File: src/design/cxs_pkg.sv
// ----------------------------------------------------------------------------
// cxs_pkg
// Shared constants and elaboration-time functions for the CIE xy to sRGB
// pipeline: divider step size, matrix coefficients and the gamma threshold ROM.
// ----------------------------------------------------------------------------
`timescale 1ns / 1ps

package cxs_pkg;

    // quotient bits resolved per divider pipeline stage
    localparam int DIV_STEP_BITS = 4;

    // number of binary search steps through the gamma ROM (8-bit output code)
    localparam int GAMMA_CODE_BITS = 8;

    // sRGB matrix in ten-thousandths, row-major (R, G, B rows; X, Y, Z columns)
    localparam int MATRIX_TENK [9] = '{
        32406, -15372, -4986,
        -9689,  18758,   415,
          557,  -2040, 10570
    };

    localparam longint COEF_DEN   = 10000;
    localparam longint COEF_ROUND = 5000;

    // inverse transfer curve constants, Q30
    localparam logic [63:0] THR_LIN_DEN = 64'd32946;
    localparam logic [63:0] THR_POW_DEN = 64'd269025;
    localparam logic [63:0] THR_POW_OFS = 64'd14025;
    localparam logic [63:0] Q30_ONE     = 64'd1 << 30;

    typedef logic [30:0] gamma_thr_t [256];

    // matrix coefficient to Q.frac, rounded half up in magnitude
    function automatic longint coef_q(input int tenk, input int frac);
        longint m;
        longint q;
        m = (tenk < 0) ? longint'(-tenk) : longint'(tenk);
        q = ((m << frac) + COEF_ROUND) / COEF_DEN;
        return (tenk < 0) ? -q : q;
    endfunction

    function automatic logic [63:0] mul30(input logic [63:0] a, input logic [63:0] b);
        return (a * b) >> 30;
    endfunction

    function automatic logic [63:0] pow5_30(input logic [63:0] r);
        logic [63:0] r2;
        logic [63:0] r4;
        r2 = mul30(r, r);
        r4 = mul30(r2, r2);
        return mul30(r4, r);
    endfunction

    // largest r with r^5 <= a, Q30 bisection
    function automatic logic [63:0] root5_30(input logic [63:0] a);
        logic [63:0] lo;
        logic [63:0] hi;
        logic [63:0] mid;
        lo = 64'd0;
        hi = Q30_ONE + 64'd1;
        for (int n = 0; n < 32; n++) begin
            if (hi - lo > 64'd1) begin
                mid = lo + ((hi - lo) >> 1);
                if (pow5_30(mid) <= a) begin
                    lo = mid;
                end else begin
                    hi = mid;
                end
            end
        end
        return lo;
    endfunction

    // threshold of each output code on the linear axis, Q30
    function automatic gamma_thr_t build_gamma_thr();
        gamma_thr_t  tab;
        logic [63:0] u;
        logic [63:0] u2;
        logic [63:0] v;
        tab[0] = '0;
        for (int n = 1; n < 256; n++) begin
            v = 64'(n);
            if (n <= 10) begin
                tab[n] = 31'(((v * 64'd10) << 30) / THR_LIN_DEN);
            end else begin
                u      = ((64'd1000 * v + THR_POW_OFS) << 30) / THR_POW_DEN;
                u2     = mul30(u, u);
                tab[n] = 31'(mul30(u2, root5_30(u2)));
            end
        end
        return tab;
    endfunction

    localparam gamma_thr_t GAMMA_THR = build_gamma_thr();

endpackage

File: src/design/cxs_div.sv
// ----------------------------------------------------------------------------
// cxs_div
// Pipelined restoring divider for q = floor(Y * 2^F / y), DIV_STEP_BITS
// quotient bits per stage, with the saturation test done up front.
// ----------------------------------------------------------------------------
`timescale 1ns / 1ps

module cxs_div #(
    parameter int FRAC_BITS = 16
) (
    input  logic                        clk,
    input  logic                        rst_n,
    input  logic                        in_valid,
    input  logic [FRAC_BITS:0]          fx,
    input  logic [FRAC_BITS:0]          fy,
    input  logic [FRAC_BITS:0]          lum,
    output logic                        out_valid,
    output logic [FRAC_BITS+7:0]        quo,
    output logic                        ovf,
    output logic [FRAC_BITS:0]          out_fx,
    output logic signed [FRAC_BITS+1:0] out_fz,
    output logic [FRAC_BITS:0]          out_lum
);
    import cxs_pkg::*;

    localparam int F    = FRAC_BITS;
    localparam int S    = F + 8;
    localparam int NDIV = (S + DIV_STEP_BITS - 1) / DIV_STEP_BITS;

    logic               valid_reg [NDIV];
    logic [F:0]         rem_reg   [NDIV];
    logic [S-1:0]       quo_reg   [NDIV];
    logic [7:0]         nb_reg    [NDIV];
    logic [F:0]         d_reg     [NDIV];
    logic [F:0]         fx_reg    [NDIV];
    logic signed [F+1:0] fz_reg   [NDIV];
    logic [F:0]         lum_reg   [NDIV];
    logic               ovf_reg   [NDIV];

    logic [F:0]         rem_next  [NDIV];
    logic [S-1:0]       quo_next  [NDIV];
    logic [7:0]         nb_next   [NDIV];

    logic               valid_in  [NDIV];
    logic [F:0]         rem_in    [NDIV];
    logic [S-1:0]       quo_in    [NDIV];
    logic [7:0]         nb_in     [NDIV];
    logic [F:0]         d_in      [NDIV];
    logic [F:0]         fx_in     [NDIV];
    logic signed [F+1:0] fz_in    [NDIV];
    logic [F:0]         lum_in    [NDIV];
    logic               ovf_in    [NDIV];

    for (genvar s = 0; s < NDIV; s++) begin : g_stage
        // stage inputs: first stage also derives z and the saturation flag
        if (s == 0) begin : g_first
            assign valid_in[0] = in_valid;
            assign rem_in[0]   = (F+1)'(lum[F:8]);
            assign quo_in[0]   = '0;
            assign nb_in[0]    = lum[7:0];
            assign d_in[0]     = fy;
            assign fx_in[0]    = fx;
            assign fz_in[0]    = $signed({2'b01, {F{1'b0}}}) - $signed({1'b0, fx})
                               - $signed({1'b0, fy});
            assign lum_in[0]   = lum;
            assign ovf_in[0]   = (F+9)'(lum) >= {fy, 8'b0};
        end else begin : g_next
            assign valid_in[s] = valid_reg[s-1];
            assign rem_in[s]   = rem_reg[s-1];
            assign quo_in[s]   = quo_reg[s-1];
            assign nb_in[s]    = nb_reg[s-1];
            assign d_in[s]     = d_reg[s-1];
            assign fx_in[s]    = fx_reg[s-1];
            assign fz_in[s]    = fz_reg[s-1];
            assign lum_in[s]   = lum_reg[s-1];
            assign ovf_in[s]   = ovf_reg[s-1];
        end

        // restoring steps of this stage
        always_comb begin
            logic [F:0]   rem;
            logic [S-1:0] q;
            logic [7:0]   nb;
            logic [F+1:0] trial;
            rem   = rem_in[s];
            q     = quo_in[s];
            nb    = nb_in[s];
            trial = '0;
            for (int j = 0; j < DIV_STEP_BITS; j++) begin
                if (s * DIV_STEP_BITS + j < S) begin
                    trial = {rem, nb[7]};
                    nb    = {nb[6:0], 1'b0};
                    if (trial >= {1'b0, d_in[s]}) begin
                        rem = (F+1)'(trial - {1'b0, d_in[s]});
                        q   = {q[S-2:0], 1'b1};
                    end else begin
                        rem = trial[F:0];
                        q   = {q[S-2:0], 1'b0};
                    end
                end
            end
            rem_next[s] = rem;
            quo_next[s] = q;
            nb_next[s]  = nb;
        end

        // valid flag
        always_ff @(posedge clk or negedge rst_n)
        begin
            if (!rst_n)
            begin
                valid_reg[s] <= 1'b0;
            end
            else
            begin
                valid_reg[s] <= valid_in[s];
            end
        end

        // payload
        always_ff @(posedge clk)
        begin
            if (valid_in[s])
            begin
                rem_reg[s] <= rem_next[s];
                quo_reg[s] <= quo_next[s];
                nb_reg[s]  <= nb_next[s];
                d_reg[s]   <= d_in[s];
                fx_reg[s]  <= fx_in[s];
                fz_reg[s]  <= fz_in[s];
                lum_reg[s] <= lum_in[s];
                ovf_reg[s] <= ovf_in[s];
            end
        end
    end

    assign out_valid = valid_reg[NDIV-1];
    assign quo       = quo_reg[NDIV-1];
    assign ovf       = ovf_reg[NDIV-1];
    assign out_fx    = fx_reg[NDIV-1];
    assign out_fz    = fz_reg[NDIV-1];
    assign out_lum   = lum_reg[NDIV-1];

endmodule

File: config.mk
export PLATFORM = sky130hd
export DESIGN_NAME = cxs_div
export DESIGN_NICKNAME = d
export VERILOG_FILES = /design/src/design/cxs_pkg.sv /design/src/design/cxs_div.sv
export SDC_FILE = /design/constraint.sdc
export NUM_CORES = 2
export LEC_CHECK = 0
export BUFFER_PORTS_ARGS = -buffer_cell sky130_fd_sc_hd__clkbuf_2
export CORE_MARGIN = 5
export CORE_UTILIZATION = 57
export DETAILED_ROUTE_END_ITERATION = 8
export HOLD_SLACK_MARGIN = 0.15
export PLACE_DENSITY = 0.74
export RECOVER_POWER = 50
export REMOVE_ABC_BUFFERS = 1
export SETUP_SLACK_MARGIN = 0.1
export SLEW_MARGIN = 40
export SYNTH_ARGS = -nofsm -noshare
export SYNTH_HDL_FRONTEND = slang
export SYNTH_SLANG_ARGS = --single-unit
File: constraint.sdc
create_clock -name clk -period 15.5 [get_ports clk]
set_clock_uncertainty 0.2 [all_clocks]
set_input_delay 1.55 -clock clk [delete_from_list [all_inputs] [get_ports clk]]
set_output_delay 1.55 -clock clk [all_outputs]
set_load 0.01 [all_outputs]
==> metrics <==
IO buf count 131; initial antenna violation count 2; library cells used by synthesis 100; Post-synth EDFFs 572; cell family with most CP delay compound AO/OA/AOI/OAI gates; crit share post-route 83.3%; Net count, final 4415; Top-Level Pins 132; slew margin rel. -59.6%; Post-Synth Adder-Cell Area 14.0%; final setup fails 0; antenna diode count 0; CTS-repair resized insts 0; ANT nets after route 0; RD Place Congestion 0.927; Overall Global Routing Usage 25.5%; TNS Setup 0 ns; warning count from the yosys run 0; WP data required 15.68 ns; Synth Cell Area 0.0402 mm^2; Die W 276 um; die area 0.0759 mm^2; Final Non-Filler Cells 4909; MaxCap Viol Count 4; Clk pin slew, worst setup/hold paths 0.06 ns; RSZ-0062 raised after global routing no; largest net degree at the start of global routing 74; complex-gate fraction of the synthesized area 16.6%; Clock Path Buffers 3; row count 97; critical path arrival 13.09 ns; grt ovf 0; CTS root buffer clkbuf_16; Crit Path Class flip-flop to flip-flop; Mean Syn Cell Area 10.7 um^2; reg2reg setup slack 2.58 ns; Buf/Inv on CP 3; Synth Register Bits 578; Starting Density 57.4%; status finished, violations left; proportion of synthesized chip area in sequential cells 43.1%; first-pass GRT wire length 153 mm; mux contribution to synthesized area 5.95%; Critical Path Max Stage Delay 0.64 ns; failing checks capacitance limit, slew limit; Post-Route WL 98.8 mm; CTS tree built; synth-to-layout area growth 9.40%; Final Slew Violations 200; CP Launch Type flip-flop; total CTS buffers 60; detailed placement HPWL 75.8 mm; hold_buf cts 0; vias per cell 6.10; Post-Place Cells 4796; ys flop type edfxtp_1; final worst path period need 12.92 ns; number of H-tree levels 2; Hold Violations, Final 0; postcts setup bufs 0; fraction of the mapped netlist area in simple logic gates 11.0%; vias in the first global route 27791; latest clock arrival within the worst-skew pair 0.65 ns; max FFs per register 108; cells after synthesis 3759; xor and xnor area share after synthesis 6.30%; slowest stage cell on the critical path mux2i_4; Async SR Flop Fraction 1.04%; slew of the pin with the lowest slew margin 2.39 ns; Max Clock Freq 77.4 MHz; Die Ht 276 um; Iter 0 DRT Violations 2674; CTS Sinks 578; DR WL/cell 20.1 um; core outline area 0.0700 mm^2; Hold Crit Class flip-flop to flip-flop; drc violations 0; first-pass iteration count of the detailed router 6; crit path max fanout 26; routed vias 29950; share of cells above drive strength 1 10.7%; commonest non-fill, non-tap cell in the layout edfxtp_1; Setup crit end kind flip-flop; largest family of logic cells by synthesized area compound AO/OA/AOI/OAI gates; most frequent cells in the layout edfxtp_1 (572), ha_1 (430), a21oi_1 (299)
final cells by class:
class	instances	area (um^2)
clock inverter	41	500
inverter	261	980
multi-input combinational	2869	21700
tap	940	1180
fill	5605	26100
clock buffer	72	1570
sequential	578	17300
timing repair buffer	148	733
final timing paths:
kind / start / end / cells past startpoint
worst min-delay path: quo_reg[4][0] / quo_reg[5][4] / 0
worst max register to register: d_reg[1][0] / rem_reg[2][6] / 40
max in group asynchronous: rst_n / out_valid / 1
worst max-delay path: d_reg[1][0] / rem_reg[2][6] / 40
worst min register to register: quo_reg[4][0] / quo_reg[5][4] / 0
min in group asynchronous: rst_n / valid_in[3] / 1
metrics by stage:
stage	setup WS (ns)	hold WS (ns)	instance area [um^2]	util, %
global route	1.60	0.183	44000	62.8
detailed placement	2.47	0.205	42000	59.9
CTS	2.68	0.186	44000	62.9
finish	2.58	0.192	44000	62.8
floorplan	3.58	0.200	40000	-
global placement	2.70	0.200	42000	59.9
logic make-up after synthesis:
group	Yosys count
DFF	578
AOI/OAI and AO/OA	1026
buffers and inverters	312
xor gates and xnor gates	289
adders and majority gates	443
muxes	215
and+or+nand+nor	896
cell usage after synthesis, types with 26 or more instances:
cell        n  area (um^2)
o21ai_0   226         1130
a21oi_1   299         1500
nand4_1    39          244
nor2b_1    66          413
and3_1     28          175
edfxtp_1  572        17200
a21o_1    105          788
nand2b_1   58          363
mux2i_1    36          360
a31oi_1    27          169
o21bai_1   35          263
mux2_2    146         1640
nand3_1    56          280
o31ai_1    26          195
inv_1     253          950
xnor2_1   191         1670
o21a_1     56          420
nand2_1   201          754
nor2_1    237          890
ha_1      430         5380
mux2_1     30          338
a211oi_1   32          240
xor2_1     98          858
nor3_1     78          390
and2_1     37          231
metal layers:
metal	wire, um	track usage, %	part of all wire [%]
met5	0	0	0
met4	3370	7.86	3.4
met3	7330	3.83	7.4
met2	44000	40.1	45
met1	44100	36.7	45
Power is not shown: default switching activity piles up to over one toggle a cycle in this logic, so the estimate is an artifact.
