<file path="src/design/cxs_pkg.sv">
// ----------------------------------------------------------------------------
// cxs_pkg
// Shared constants and elaboration-time functions for the CIE xy to sRGB
// pipeline: divider step size, matrix coefficients and the gamma threshold ROM.
// ----------------------------------------------------------------------------
`timescale 1ns / 1ps

package cxs_pkg;

    // quotient bits resolved per divider pipeline stage
    localparam int DIV_STEP_BITS = 4;

    // number of binary search steps through the gamma ROM (8-bit output code)
    localparam int GAMMA_CODE_BITS = 8;

    // sRGB matrix in ten-thousandths, row-major (R, G, B rows; X, Y, Z columns)
    localparam int MATRIX_TENK [9] = '{
        32406, -15372, -4986,
        -9689,  18758,   415,
          557,  -2040, 10570
    };

    localparam longint COEF_DEN   = 10000;
    localparam longint COEF_ROUND = 5000;

    // inverse transfer curve constants, Q30
    localparam logic [63:0] THR_LIN_DEN = 64'd32946;
    localparam logic [63:0] THR_POW_DEN = 64'd269025;
    localparam logic [63:0] THR_POW_OFS = 64'd14025;
    localparam logic [63:0] Q30_ONE     = 64'd1 << 30;

    typedef logic [30:0] gamma_thr_t [256];

    // matrix coefficient to Q.frac, rounded half up in magnitude
    function automatic longint coef_q(input int tenk, input int frac);
        longint m;
        longint q;
        m = (tenk < 0) ? longint'(-tenk) : longint'(tenk);
        q = ((m << frac) + COEF_ROUND) / COEF_DEN;
        return (tenk < 0) ? -q : q;
    endfunction

    function automatic logic [63:0] mul30(input logic [63:0] a, input logic [63:0] b);
        return (a * b) >> 30;
    endfunction

    function automatic logic [63:0] pow5_30(input logic [63:0] r);
        logic [63:0] r2;
        logic [63:0] r4;
        r2 = mul30(r, r);
        r4 = mul30(r2, r2);
        return mul30(r4, r);
    endfunction

    // largest r with r^5 <= a, Q30 bisection
    function automatic logic [63:0] root5_30(input logic [63:0] a);
        logic [63:0] lo;
        logic [63:0] hi;
        logic [63:0] mid;
        lo = 64'd0;
        hi = Q30_ONE + 64'd1;
        for (int n = 0; n < 32; n++) begin
            if (hi - lo > 64'd1) begin
                mid = lo + ((hi - lo) >> 1);
                if (pow5_30(mid) <= a) begin
                    lo = mid;
                end else begin
                    hi = mid;
                end
            end
        end
        return lo;
    endfunction

    // threshold of each output code on the linear axis, Q30
    function automatic gamma_thr_t build_gamma_thr();
        gamma_thr_t  tab;
        logic [63:0] u;
        logic [63:0] u2;
        logic [63:0] v;
        tab[0] = '0;
        for (int n = 1; n < 256; n++) begin
            v = 64'(n);
            if (n <= 10) begin
                tab[n] = 31'(((v * 64'd10) << 30) / THR_LIN_DEN);
            end else begin
                u      = ((64'd1000 * v + THR_POW_OFS) << 30) / THR_POW_DEN;
                u2     = mul30(u, u);
                tab[n] = 31'(mul30(u2, root5_30(u2)));
            end
        end
        return tab;
    endfunction

    localparam gamma_thr_t GAMMA_THR = build_gamma_thr();

endpackage

</file>
<file path="src/design/cxs_prescale.sv">
// ----------------------------------------------------------------------------
// cxs_prescale
// Input stage: floors y, converts x and y from 1/65535 units and brightness
// from 1/254 units to Q.FRAC_BITS by reciprocal multiply with one correction.
// ----------------------------------------------------------------------------
`timescale 1ns / 1ps

module cxs_prescale #(
    parameter int FRAC_BITS = 16
) (
    input  logic                 clk,
    input  logic                 rst_n,
    input  logic                 in_valid,
    input  logic [15:0]          chroma_x,
    input  logic [15:0]          chroma_y,
    input  logic [7:0]           brightness,
    output logic                 out_valid,
    output logic [FRAC_BITS:0]   fx,
    output logic [FRAC_BITS:0]   fy,
    output logic [FRAC_BITS:0]   lum
);
    import cxs_pkg::*;

    localparam int F  = FRAC_BITS;
    localparam int TW = 16 + F;
    localparam int TB = 7 + F;
    localparam logic [15:0]   Y_FLOOR  = 16'd7;
    localparam logic [TW+1:0] DEN_XY   = (TW+2)'(65535);
    localparam logic [TB+1:0] DEN_LUM  = (TB+2)'(127);

    logic              valid_reg;
    logic [F:0]        fx_reg;
    logic [F:0]        fy_reg;
    logic [F:0]        lum_reg;
    logic [F:0]        fx_next;
    logic [F:0]        fy_next;
    logic [F:0]        lum_next;
    logic [15:0]       y_floored;

    // floor(v * 2^F / 65535)
    function automatic logic [F:0] frac16(input logic [15:0] v);
        logic [TW-1:0] t;
        logic [TW:0]   sum;
        logic [F:0]    q1;
        logic [TW+1:0] r;
        t   = {v, {F{1'b0}}};
        sum = {1'b0, t} + (TW+1)'(t >> 16) + (TW+1)'(t >> 32);
        q1  = sum[TW:16];
        r   = (TW+2)'(t) + (TW+2)'(q1) - ((TW+2)'(q1) << 16);
        return q1 + (F+1)'(r >= DEN_XY);
    endfunction

    // floor(b * 2^F / 254) = floor(b * 2^(F-1) / 127)
    function automatic logic [F:0] frac254(input logic [7:0] b);
        logic [TB-1:0] t;
        logic [TB:0]   sum;
        logic [F:0]    q1;
        logic [TB+1:0] r;
        t   = {b, {(F-1){1'b0}}};
        sum = {1'b0, t} + (TB+1)'(t >> 7) + (TB+1)'(t >> 14) + (TB+1)'(t >> 21)
            + (TB+1)'(t >> 28) + (TB+1)'(t >> 35);
        q1  = sum[TB:7];
        r   = (TB+2)'(t) + (TB+2)'(q1) - ((TB+2)'(q1) << 7);
        return q1 + (F+1)'(r >= DEN_LUM);
    endfunction

    // tiny y clamp and fraction conversion
    always_comb begin
        y_floored = (chroma_y < Y_FLOOR) ? Y_FLOOR : chroma_y;
        fx_next   = frac16(chroma_x);
        fy_next   = frac16(y_floored);
        lum_next  = frac254(brightness);
    end

    // valid flag
    always_ff @(posedge clk or negedge rst_n)
    begin
        if (!rst_n)
        begin
            valid_reg <= 1'b0;
        end
        else
        begin
            valid_reg <= in_valid;
        end
    end

    // payload
    always_ff @(posedge clk)
    begin
        if (in_valid)
        begin
            fx_reg  <= fx_next;
            fy_reg  <= fy_next;
            lum_reg <= lum_next;
        end
    end

    assign out_valid = valid_reg;
    assign fx        = fx_reg;
    assign fy        = fy_reg;
    assign lum       = lum_reg;

endmodule

</file>
<file path="config.mk">
export PLATFORM = sky130hd
export DESIGN_NAME = cxs_prescale
export DESIGN_NICKNAME = d
export VERILOG_FILES = /design/src/design/cxs_pkg.sv /design/src/design/cxs_prescale.sv
export SDC_FILE = /design/constraint.sdc
export NUM_CORES = 1
export LEC_CHECK = 0
export BUFFER_PORTS_ARGS = -buffer_cell sky130_fd_sc_hd__buf_2
export CAP_MARGIN = 5
export CORE_MARGIN = 1.5
export CORE_UTILIZATION = 44
export DETAILED_ROUTE_END_ITERATION = 16
export GPL_TIMING_DRIVEN = 1
export PLACE_DENSITY_LB_ADDON = 0.1
export SYNTH_ARGS = -nofsm -noshare
export SYNTH_HDL_FRONTEND = slang
export SYNTH_SLANG_ARGS = --single-unit
</file>
<file path="constraint.sdc">
create_clock -name clk -period 0.8 [get_ports clk]
set_input_delay 0 -clock clk [delete_from_list [all_inputs] [get_ports clk]]
set_output_delay 0 -clock clk [all_outputs]
set_load 0.01 [all_outputs]
</file>
==> results.tsv, run 1 <==
stage	metric	value	unit
yosys	sequential share of the synthesized area	39.23	%
sta	RSZ-0062 raised after global routing	true	
clocking	total number of H-tree levels	2	
setup_path	worst-path fanout max	3	
detailed_routing	DRC	0	
setup_path	Req. time, crit path	870	ps
setup_path	Critical Path Start	brightness[7]	
final_layout	Final #Nets	729	
detailed_routing	drt pass-1 iters	5	
pwr	Psw	2.711	mW
detailed_routing	ANT nets after route	0	
yosys	Avg Synthesized Cell Area	9.944	sq um
final_layout	Ant. Diodes	0	
pwr	overall power	8.391	mW
placed_design	DPL Wire Length	8.843	mm
yosys	flops & latches, synth	52	
sta	Final period util	488.4	%
setup_path	startpoint types	input pin	
setup_path	Crit. End Element	flop	
clocking	CTS buffer count	5	
clocking	Root Buffer	clkbuf_8	
yosys	Async S/R FF share, synth	1.923	%
floorplan	Initial Util	45.49	%
grt	vias in the first global route	3968	
pwr	Comb pwr share	42.6	%
sta	setup violators final	103	
clocking	clk slew on worst S/H paths	100	ps
yosys	top_reg_cell synth	edfxtp_1	
sta	fin crit period	3907	ps
grt	antenna violations before repair	0	
floorplan	Die W	97.96	microns
clocking	CTS tree	done	
detailed_routing	vias post-DR	3995	
detailed_routing	met2 routed WL	6.302	mm
outcome	failing checks	setup timing	
detailed_routing	highest metal used	met4	
grt	GRT Overall Usage	23.71	%
grt	grt ovf	0	
detailed_routing	initial detailed-routing violation count	237	
pwr	maximum vdd drop	0.0009695	V
sta	final setup TNS	-77450	ps
sta	final setup margin	-3107	ps
detailed_routing	Post-Route WL	11.95	mm
setup_path	critical path class	input pin to flop	
final_layout	share of layout cells above drive strength 1	54.50	%
placed_design	Port Buffers	94	
yosys	Syn Std Cell Area	3968	sq um
floorplan	die area	9596	sq um
job	Max-Cap Viols	0	
setup_path	Worst Path Arrival	3970	ps
pwr	switching share of total power	32.31	%
yosys	Syn Inst Count	399	
yosys	Synth cell types	60	
pwr	sequential power share	39.5	%
sta	Final Hold Viols	0	
detailed_routing	met1 wire length	4.773	mm
floorplan	io pins	95	
yosys	Ys Warns	0	
outcome	status	finished, violations left	
pwr	Pint	5.680	mW
sta	Peak Freq	255.9	MHz
clocking	clock sink count	52	
grt	global-route wire length before repair	18.32	mm
detailed_routing	met3 wire len	659	microns
pwr	leakage	2.895	nW
pwr	pwr dens	1282	nW/um^2
floorplan	Die Ht	97.96	microns
clocking	Clock Path Buffers	2	
setup_path	CP endpoint	lum[8]	
final_layout	Final Util	75.04	%
floorplan	Core Box Area	8721	sq um
sta	pins over their slew limit	0	
pwr	clock share of power	17.9	%
min_path	Hold Path Class	input pin to flop	
placed_design	Placer Congestion	0.9900	
yosys	number of enable flip-flop cells after synthesis	51	
grt	largest net degree at the start of global routing	46	
detailed_routing	Via density	5.236	
detailed_routing	wire per inst	15.66	microns
final_layout	Layout area overhead	64.93	%
floorplan	Std-Cell Rows	34	
through the flow:
step / area [sq um] / cells / worst slack, ps / hold slack, ps
floorplan: 4203 / 400 / -3435 / -295.6
global placement: 5832 / 734 / -3402 / -225.6
detailed placement: 5832 / 734 / -3573 / -224.4
CTS: 6271 / 758 / -3122 / 44.32
global route: 6544 / 763 / -3342 / 54.48
finish: 6544 / 763 / -3107 / 57.16
layer usage:
| metal | GRT usage (%) | vias up |
|---|---|---|
| li1 | - | 1950 |
| met1 | 27.82 | 1884 |
| met2 | 44.72 | 140 |
| met3 | 3.364 | 21 |
| met4 | 6.593 | 0 |
| met5 | 0 | - |
worst min-delay path by stage:
stage	from	depth (start not counted)	slack (ps)	endpoint
after global routing	chroma_x[4]	3	50	fx[4]
after floorplan	rst_n	0	-300	out_valid
final	chroma_y[15]	3	60	fy[16]
after CTS	chroma_y[15]	3	40	fy[16]
after global placement	rst_n	1	-230	out_valid
after detailed placement	rst_n	1	-220	out_valid
critical path: stages:
cell,delay [ps]
buf_8,100
ha_4,160
nand4_4,70
nor2_4,50
xnor2_2,140
inv_2,70
ha_4,130
inv_2,40
fa_2,420
buf_4,160
nor2_1,140
xnor2_1,90
ha_2,330
o21ai_1,90
a221oi_2,260
nand4_1,140
nor4_1,290
nand4_1,110
or4_4,440
ha_4,200
ha_4,160
and3_4,180
a21oi_4,140
xnor2_2,70
layout by cell type, fill, tap and decap left out, types with 5 or more instances in the layout:
cell type | synthesis | layout
nand3_4 | 0 | 5
edfxtp_1 | 51 | 51
nand2_1 | 30 | 22
xnor2_1 | 44 | 35
nor2_4 | 1 | 11
buf_8 | 0 | 5
a21oi_1 | 17 | 15
nand4_1 | 14 | 14
nor2_1 | 32 | 17
nor3_1 | 10 | 7
inv_1 | 28 | 24
ha_1 | 30 | 20
nor2_2 | 0 | 5
buf_2 | 4 | 84
nand3_2 | 0 | 5
xor2_1 | 13 | 12
clkbuf_8 | 0 | 5
o21ai_0 | 10 | 7
ha_4 | 0 | 7
nand3_1 | 16 | 6
buf_6 | 2 | 21
buf_4 | 4 | 145
nand2_4 | 0 | 5
xnor2_2 | 0 | 9
inv_2 | 1 | 5
power groups by stage:
| stage | sequential [mW] | combinational, mW | clock, mW |
|---|---|---|---|
| finish | 3.31 | 3.58 | 1.50 |
| CTS | 3.31 | 3.39 | 1.56 |
| global route | 3.33 | 3.86 | 1.66 |
| floorplan | 3.52 | 1.50 | 0 |
| global placement | 3.37 | 3.15 | 0 |
| detailed placement | 3.37 | 3.21 | 0 |
cells in the mapped netlist, types with 5 or more instances:
cell,n,area share [%]
and4_1,5,1.1
nor4_1,5,0.79
edfxtp_1,51,39
and3_1,6,0.95
o21ai_0,10,1.3
nor3_1,10,1.3
ha_1,30,9.5
xnor2_1,44,9.7
nand4_1,14,2.2
a21oi_1,17,2.1
and2_1,5,0.79
nand2_1,30,2.8
nor2_1,32,3.0
nand3_1,16,2.0
xor2_1,13,2.9
inv_1,28,2.6
layout make-up:
class	count	area [sq um]
well taps	108	135.1
clock buffers	5	68.82
multi-input cells	307	2775
flip-flops and latches	52	1556
clock inverters	3	18.77
inverters	29	108.9
repair buffers	259	1881
fillers	595	2177
repair_timing:
item | in CTS | in global routing
hold buffers | 2 | 0
endpoints found under the hold margin | 1 | 0
pin swaps | 51 | 41
gates resized for setup | 56 | 56
setup buffers | 15 | 11
endpoints found under the setup margin | 103 | 103
kinds of logic after synthesis:
group	Yosys count	share of synthesized area (%)
other	1	0.09452
and+or+nand+nor	150	20.31
adders and majority gates	32	10.47
buffers and inverters	41	4.762
DFF	52	39.23
xor gates and xnor gates	59	13.97
AOI/OAI and AO/OA	61	10.41
muxes	3	0.7569
No activity file was read; power rests on OpenSTA's default activity.
==> inputs of run 2 (changes only) <==
--- a/config.mk
+++ b/config.mk
@@ -10,7 +10,7 @@
 export CORE_MARGIN = 1.5
 export CORE_UTILIZATION = 44
 export DETAILED_ROUTE_END_ITERATION = 16
-export GPL_TIMING_DRIVEN = 1
+export GPL_TIMING_DRIVEN = 0
 export PLACE_DENSITY_LB_ADDON = 0.1
 export SYNTH_ARGS = -nofsm -noshare
 export SYNTH_HDL_FRONTEND = slang
==> run 2 against run 1 <==
The run still ends with setup timing left. Core utilization is 6.6 points lower. Worst hold slack worse by 35 ps. Cell count is 12% lower. First-iteration DRC count is 33% lower. Wire length is 6.9% lower. Global-route usage is 1.4 points lower. Cell area is 8.8% lower. Sequential power hardly changed. Power is 4.8% lower. Die area stayed put. Clock-buffer cell count stayed put. Clock power hardly changed. Critical path type unchanged. Largest power group is now registers.
==> results.tsv, run 2 (same netlist as run 1, synthesis figures left out) <==
stage	metric	value	unit	change
clocking	CTS buffer count	5		unchanged
min_path	Hold Path Class	input pin to flop		
min_path	hold endpoint	fy[6]		
final_layout	Ant. Diodes	0		unchanged
grt	grt ovf	0		unchanged
placed_design	Placed Cells	598		-19%
sta	relative slew slack	54.18	%	
setup_path	Critical Path Start	brightness[7]		
sta	setup violators final	97		-5.8%
final_layout	Final Non-Filler Cells	671		-12%
grt	antenna violations before repair	0		unchanged
sta	final setup margin	-3212	ps	-104.8 ps
setup_path	Req. time, crit path	870	ps	about the same
sta	Peak Freq	249.3	MHz	-2.6%
final_layout	share of layout cells above drive strength 1	47.78	%	-6.7 points
clocking	total number of H-tree levels	2		unchanged
detailed_routing	initial detailed-routing violation count	159		-33%
grt	GRT Overall Usage	22.35	%	-1.4 points
floorplan	Std-Cell Rows	34		unchanged
grt	vias in the first global route	3621		-8.7%
floorplan	Die W	97.96	microns	unchanged
setup_path	slowest CP cell	a2111oi_1		
pwr	overall power	7.988	mW	-4.8%
sta	Final period util	501.5	%	+13 points
setup_path	CP delay by family, top	compound AO/OA/AOI/OAI gates		
detailed_routing	Via density	5.431		+3.7%
pwr	pwr dens	1339	nW/um^2	+4.4%
placed_design	Port Buffers	90		-4.3%
sta	pins over their slew limit	0		unchanged
final_layout	most frequent cells in the layout	77 x buf_2, 51 x edfxtp_1, 46 x buf_4		
grt	M2 GR Usage	40.11	%	-4.6 points
setup_path	Critical Path Most Common Cell	ha_4		
placed_design	DPL Wire Length	7.301	mm	-17%
floorplan	Die Ht	97.96	microns	unchanged
detailed_routing	wire per inst	16.58	microns	+5.9%
clocking	clock sink count	52		unchanged
outcome	status	finished, violations left		
setup_path	Worst Path Arrival	4080	ps	+110 ps
sta	hold_ws	22.36	ps	-34.80 ps
grt	GR Util met3	3.221	%	-0.14 points
sta	slew of the pin with the lowest slew margin	687.2	ps	
sta	fin crit period	4012	ps	+104.8 ps
floorplan	io pins	95		unchanged
final_layout	Layout area overhead	50.36	%	
final_layout	Final #Nets	637		-13%
placed_design	Cell Area, Placed	4788	sq um	-18%
grt	grt peak-use layer	met2		
placed_design	Placer Congestion	0.9073		-8.4%
detailed_routing	drt pass-1 iters	5		unchanged
floorplan	Core Box Area	8721	sq um	unchanged
final_layout	fin area	5966	sq um	-8.8%
setup_path	critical path's largest stage delay	590	ps	+150 ps
setup_path	worst-path fanout max	10		+7
detailed_routing	DRC	0		unchanged
outcome	failing checks	setup timing		
sta	Final Hold Viols	0		unchanged
detailed_routing	ANT nets after route	0		unchanged
setup_path	crit path cell chain	buf_12 -> ha_4 -> nand4_4 -> buf_4 -> xnor2_1 -> inv_1 -> ha_1 -> buf_6 -> and3_1 -> a2111oi_1 -> o21a_1 -> o21bai_1 -> mux2i_1 -> or4_4 -> ha_4 -> ha_4 -> and3_4 -> a21oi_2 -> xnor2_1		
setup_path	startpoint types	input pin		
detailed_routing	Post-Route WL	11.12	mm	-6.9%
grt	largest net degree at the start of global routing	53		+15%
setup_path	CP bufs+invs	4		unchanged
sta	RSZ-0062 raised after global routing	true		
final_layout	most common cell after layout, fill and taps aside	buf_2		
pwr	maximum vdd drop	0.0008889	V	-8.3%
clocking	CTS tree	done		
clocking	Clock Path Buffers	2		unchanged
min_path	hold path depth	2		-1
grt	GR Util met1	27.94	%	+0.12 points
grt	global-route wire length before repair	17.42	mm	-4.9%
clocking	clk slew on worst S/H paths	100	ps	about the same
job	Max-Cap Viols	0		unchanged
setup_path	Crit. End Element	flop		
min_path	hold_sp	chroma_y[6]		
detailed_routing	vias post-DR	3644		-8.8%
floorplan	die area	9596	sq um	unchanged
setup_path	critical path class	input pin to flop		
pwr	leakage	2.473	nW	-15%
clocking	Root Buffer	clkbuf_8		
floorplan	Initial Util	45.49	%	unchanged
-- run 2: cell count changes in the layout (fill, tap and decap cells not counted), sizes merged --
| cell | delta |
|---|---|
| clkinv | -1 |
| buf | -103 |
| dlygate4sd3 | +7 |
| clkbuf | +4 |
| inv | +1 |
-- run 2: what timing repair did --
item	4_1_cts	5_1_grt
resized for setup	76	68
setup buffers	41	18
pin swaps	55	46
endpoints found under the setup margin	154	103
hold buffers	7	2
gates cloned	1	0
hold endpoints to repair	6	2
-- run 2: how the worst max path moves through the flow --
stage                  end  cells past startpoint
floorplan           lum[8]                     24
global placement    lum[8]                     25
detailed placement  lum[8]                     25
CTS                 lum[8]                     24
global route        lum[8]                     20
finish              lum[8]                     19
-- run 2: layer usage --
metal  vias to the layer above  part of all wire (%)
met5                         -                     0
met4                         0                   2.0
met3                        23                   5.0
met2                       144                    51
met1                      1712                    42
li1                       1765                     -
-- run 2: final cells by class --
| type | instances | area, sq um |
|---|---|---|
| plain buffers | 11 | 90.09 |
| clock buffers | 5 | 68.82 |
| clock inverters | 3 | 17.52 |
| fillers | 629 | 2755 |
| inverters | 29 | 108.9 |
| multi-input cells | 307 | 2851 |
| flip-flops and latches | 52 | 1556 |
| well taps | 108 | 135.1 |
| repair buffers | 156 | 1137 |
-- run 2: stage by stage --
| stage | util (%) | TNS [ps] | worst slack [ps] |
|---|---|---|---|
| 3_3_place_gp | 54.91 | -133380 | -4226 |
| 3_5_place_dp | 54.91 | -138300 | -4219 |
| 2_1_floorplan | - | -83730 | -3435 |
| 4_1_cts | 63.69 | -79270 | -3180 |
| 5_1_grt | 68.41 | -86160 | -3419 |
| 6_report | 68.41 | -77470 | -3212 |
-- run 2: power by group --
part	internal, mW	total [mW]	switching [mW]	leakage (nW)
sequential	3.26	3.31	0.0530	0.510
clock	0.615	1.52	0.907	0.0460
combinational	1.48	3.15	1.68	1.92
==> inputs of run 3 (changes only) <==
--- a/config.mk
+++ b/config.mk
@@ -5,11 +5,11 @@
 export SDC_FILE = /design/constraint.sdc
 export NUM_CORES = 1
 export LEC_CHECK = 0
-export BUFFER_PORTS_ARGS = -buffer_cell sky130_fd_sc_hd__buf_2
 export CAP_MARGIN = 5
 export CORE_MARGIN = 1.5
 export CORE_UTILIZATION = 44
 export DETAILED_ROUTE_END_ITERATION = 16
+export DONT_BUFFER_PORTS = 1
 export GPL_TIMING_DRIVEN = 0
 export PLACE_DENSITY_LB_ADDON = 0.1
 export SYNTH_ARGS = -nofsm -noshare
==> run 3 against run 2 <==
The flow finishes with violations (hold timing, setup timing). Core utilization shrank 6.0 points. Global-route usage shrank 1.2 points. Sequential share of layout area grew 2.5 points. Clock power shrank 4%. First-iteration DRC count shrank 26%. Setup slack gained 79 ps. Cell area shrank 8.7%. Via count shrank 8.6%. Sequential power grew 5%. Flip-flop and latch count is the same. Cell count shrank 13%. Critical endpoint unchanged. Largest cell class unchanged. Highest routed layer unchanged.
==> results.tsv, run 3 (same netlist as run 1, synthesis figures left out) <==
stage	metric	value	unit	change
outcome	status	finished, violations left		
outcome	failing checks	hold timing, setup timing		
final_layout	Final Util	62.42	%	-6.0 points
sta	relative slew slack	57.57	%	+3.4 points
setup_path	worst-path fanout max	4		-6
floorplan	Std-Cell Rows	34		unchanged
detailed_routing	drt pass-1 iters	4		-1
clocking	CTS buffer count	5		unchanged
setup_path	Crit. End Element	flop		
sta	RSZ-0062 raised after global routing	true		
min_path	hold_sp	in_valid		
floorplan	Die W	97.96	microns	unchanged
floorplan	Initial Util	45.49	%	unchanged
detailed_routing	Via density	5.686		+4.7%
grt	largest net degree at the start of global routing	53		unchanged
setup_path	Req. time, crit path	860	ps	about the same
sta	fin crit period	3933	ps	-79.28 ps
detailed_routing	met3 wire len	578	microns	+3.6%
detailed_routing	Post-Route WL	10.28	mm	-7.6%
clocking	cts hold-fix bufs	31		+24
setup_path	Critical Path Start	brightness[7]		
job	Max-Cap Viols	0		unchanged
sta	Final period util	491.6	%	-9.9 points
setup_path	slowest CP cell	or4_4		
detailed_routing	met2 routed WL	5.232	mm	-7.5%
floorplan	Die Ht	97.96	microns	unchanged
sta	Peak Freq	254.3	MHz	+2.0%
pwr	leakage	2.034	nW	-18%
sta	setup violators final	51		-47%
clocking	Clock Path Buffers	2		unchanged
setup_path	Critical Path Most Common Cell	ha_4		
final_layout	Ant. Diodes	0		unchanged
clocking	CTS tree	done		
pwr	maximum vdd drop	0.0009006	V	+1.3%
floorplan	die area	9596	sq um	unchanged
final_layout	share of layout cells above drive strength 1	31.80	%	-16 points
grt	global-route wire length before repair	16.44	mm	-5.6%
clocking	total number of H-tree levels	2		unchanged
final_layout	most frequent cells in the layout	51 x edfxtp_1, 39 x xnor2_1, 30 x dlygate4sd3_1		
setup_path	crit path cell chain	ha_4 -> nand4_4 -> nor2_4 -> xnor2_4 -> inv_2 -> ha_4 -> inv_2 -> fa_2 -> nor3_2 -> xor2_1 -> ha_1 -> inv_2 -> nor2_2 -> a221oi_2 -> nand4_1 -> nor4_2 -> nand4_1 -> or4_4 -> ha_4 -> ha_4 -> and3_4 -> a21oi_2 -> xnor2_1		
final_layout	Final #Nets	552		-13%
final_layout	Layout area overhead	37.21	%	
final_layout	most common cell after layout, fill and taps aside	edfxtp_1		
clocking	clock sink count	52		unchanged
detailed_routing	met1 wire length	4.260	mm	-9.1%
setup_path	Worst Path Arrival	3990	ps	-90 ps
setup_path	critical path's largest stage delay	460	ps	-130 ps
placed_design	Placer Congestion	0.8809		-2.9%
min_path	Hold Path Class	input pin to flop		
sta	hold_ws	-240.0	ps	-262.3 ps
detailed_routing	wire per inst	17.54	microns	+5.8%
sta	pins over their slew limit	0		unchanged
detailed_routing	ANT nets after route	0		unchanged
floorplan	io pins	95		unchanged
floorplan	Core Box Area	8721	sq um	unchanged
placed_design	DPL Wire Length	6.828	mm	-6.5%
setup_path	startpoint types	input pin		
final_layout	Final Non-Filler Cells	586		-13%
detailed_routing	vias post-DR	3332		-8.6%
clocking	clk slew on worst S/H paths	100	ps	about the same
pwr	pwr dens	1348	nW/um^2	+0.67%
grt	GRT Overall Usage	21.19	%	-1.2 points
clocking	Root Buffer	clkbuf_8		
setup_path	CP endpoint	lum[8]		
grt	vias in the first global route	3314		-8.5%
placed_design	Placed Cells	508		-15%
setup_path	critical path class	input pin to flop		
placed_design	Port Buffers	0		-100%
detailed_routing	DRC	0		unchanged
grt	grt ovf	0		unchanged
sta	Final Hold Viols	53		+53
sta	slew of the pin with the lowest slew margin	634.8	ps	-52.44 ps
grt	antenna violations before repair	0		unchanged
detailed_routing	initial detailed-routing violation count	118		-26%
sta	final setup margin	-3133	ps	+79.28 ps
detailed_routing	highest metal used	met4		
==> run 3: changes by cell type in the layout (fill, tap and decap cells not counted), sizes merged <==
cell          previous run  this run
dlygate4sd3              9        30
dlymetal6s4s             0         1
inv                     30        29
clkbuf                   9         7
buf                    154        49
clkinv                   2         3
==> run 3: repair_timing <==
action | 4_1_cts | 5_1_grt
pin swaps | 52 | 38
hold endpoints to repair | 85 | 53
setup buffers | 33 | 11
gates resized for setup | 59 | 40
endpoints found under the setup margin | 51 | 51
==> run 3: through the flow <==
stage | power, mW | setup WS [ps] | setup TNS, ps | cell area [sq um] | hold slack [ps]
finish | 7.338 | -3133 | -72730 | 5444 | -240.0
global route | 7.758 | -3318 | -78850 | 5444 | -276.6
CTS | 7.291 | -3105 | -75540 | 5255 | -260.5
global placement | 5.398 | -4050 | -99910 | 4338 | -295.6
floorplan | 5.020 | -3435 | -83730 | 4203 | -295.6
detailed placement | 5.424 | -4033 | -99750 | 4338 | -295.6
==> run 3: report_power, final <==
part / total [mW] / leakage (nW) / internal (mW) / switching [mW]
Sequential: 3.48 / 0.510 / 3.28 / 0.207
Combinational: 2.40 / 1.48 / 1.14 / 1.25
Clock: 1.46 / 0.0479 / 0.612 / 0.845
Total: 7.34 / 2.03 / 5.03 / 2.31
==> run 3: final cells by class <==
cell class	instances	area (sq um)
plain buffers	11	115.1
clock buffers	5	68.82
clock inverters	3	18.77
fillers	702	3277
inverters	29	111.4
multi-input cells	307	2753
flip-flops and latches	52	1556
well taps	108	135.1
repair buffers	71	685.7
==> run 3: worst min-delay path by stage <==
stage / slack (ps) / depth (start not counted) / endpoint
after floorplan: -300 / 0 / out_valid
after global placement: -300 / 0 / out_valid
after detailed placement: -300 / 0 / out_valid
after CTS: -260 / 0 / out_valid
final: -240 / 0 / out_valid
after global routing: -280 / 0 / out_valid
==> run 3: critical path, delay by kind of cell <==
family,cells,cell delay (ps)
compound gates,2,400
xor+xnor,3,380
fa+ha+maj,6,1330
buf+inv,3,190
simple gates,9,1700
==> run 3: routing by layer <==
layer	up-vias	track usage, %
li1	1596	-
met1	1597	26.40
met2	120	37.51
met3	19	3.865
met4	0	5.934
met5	-	0
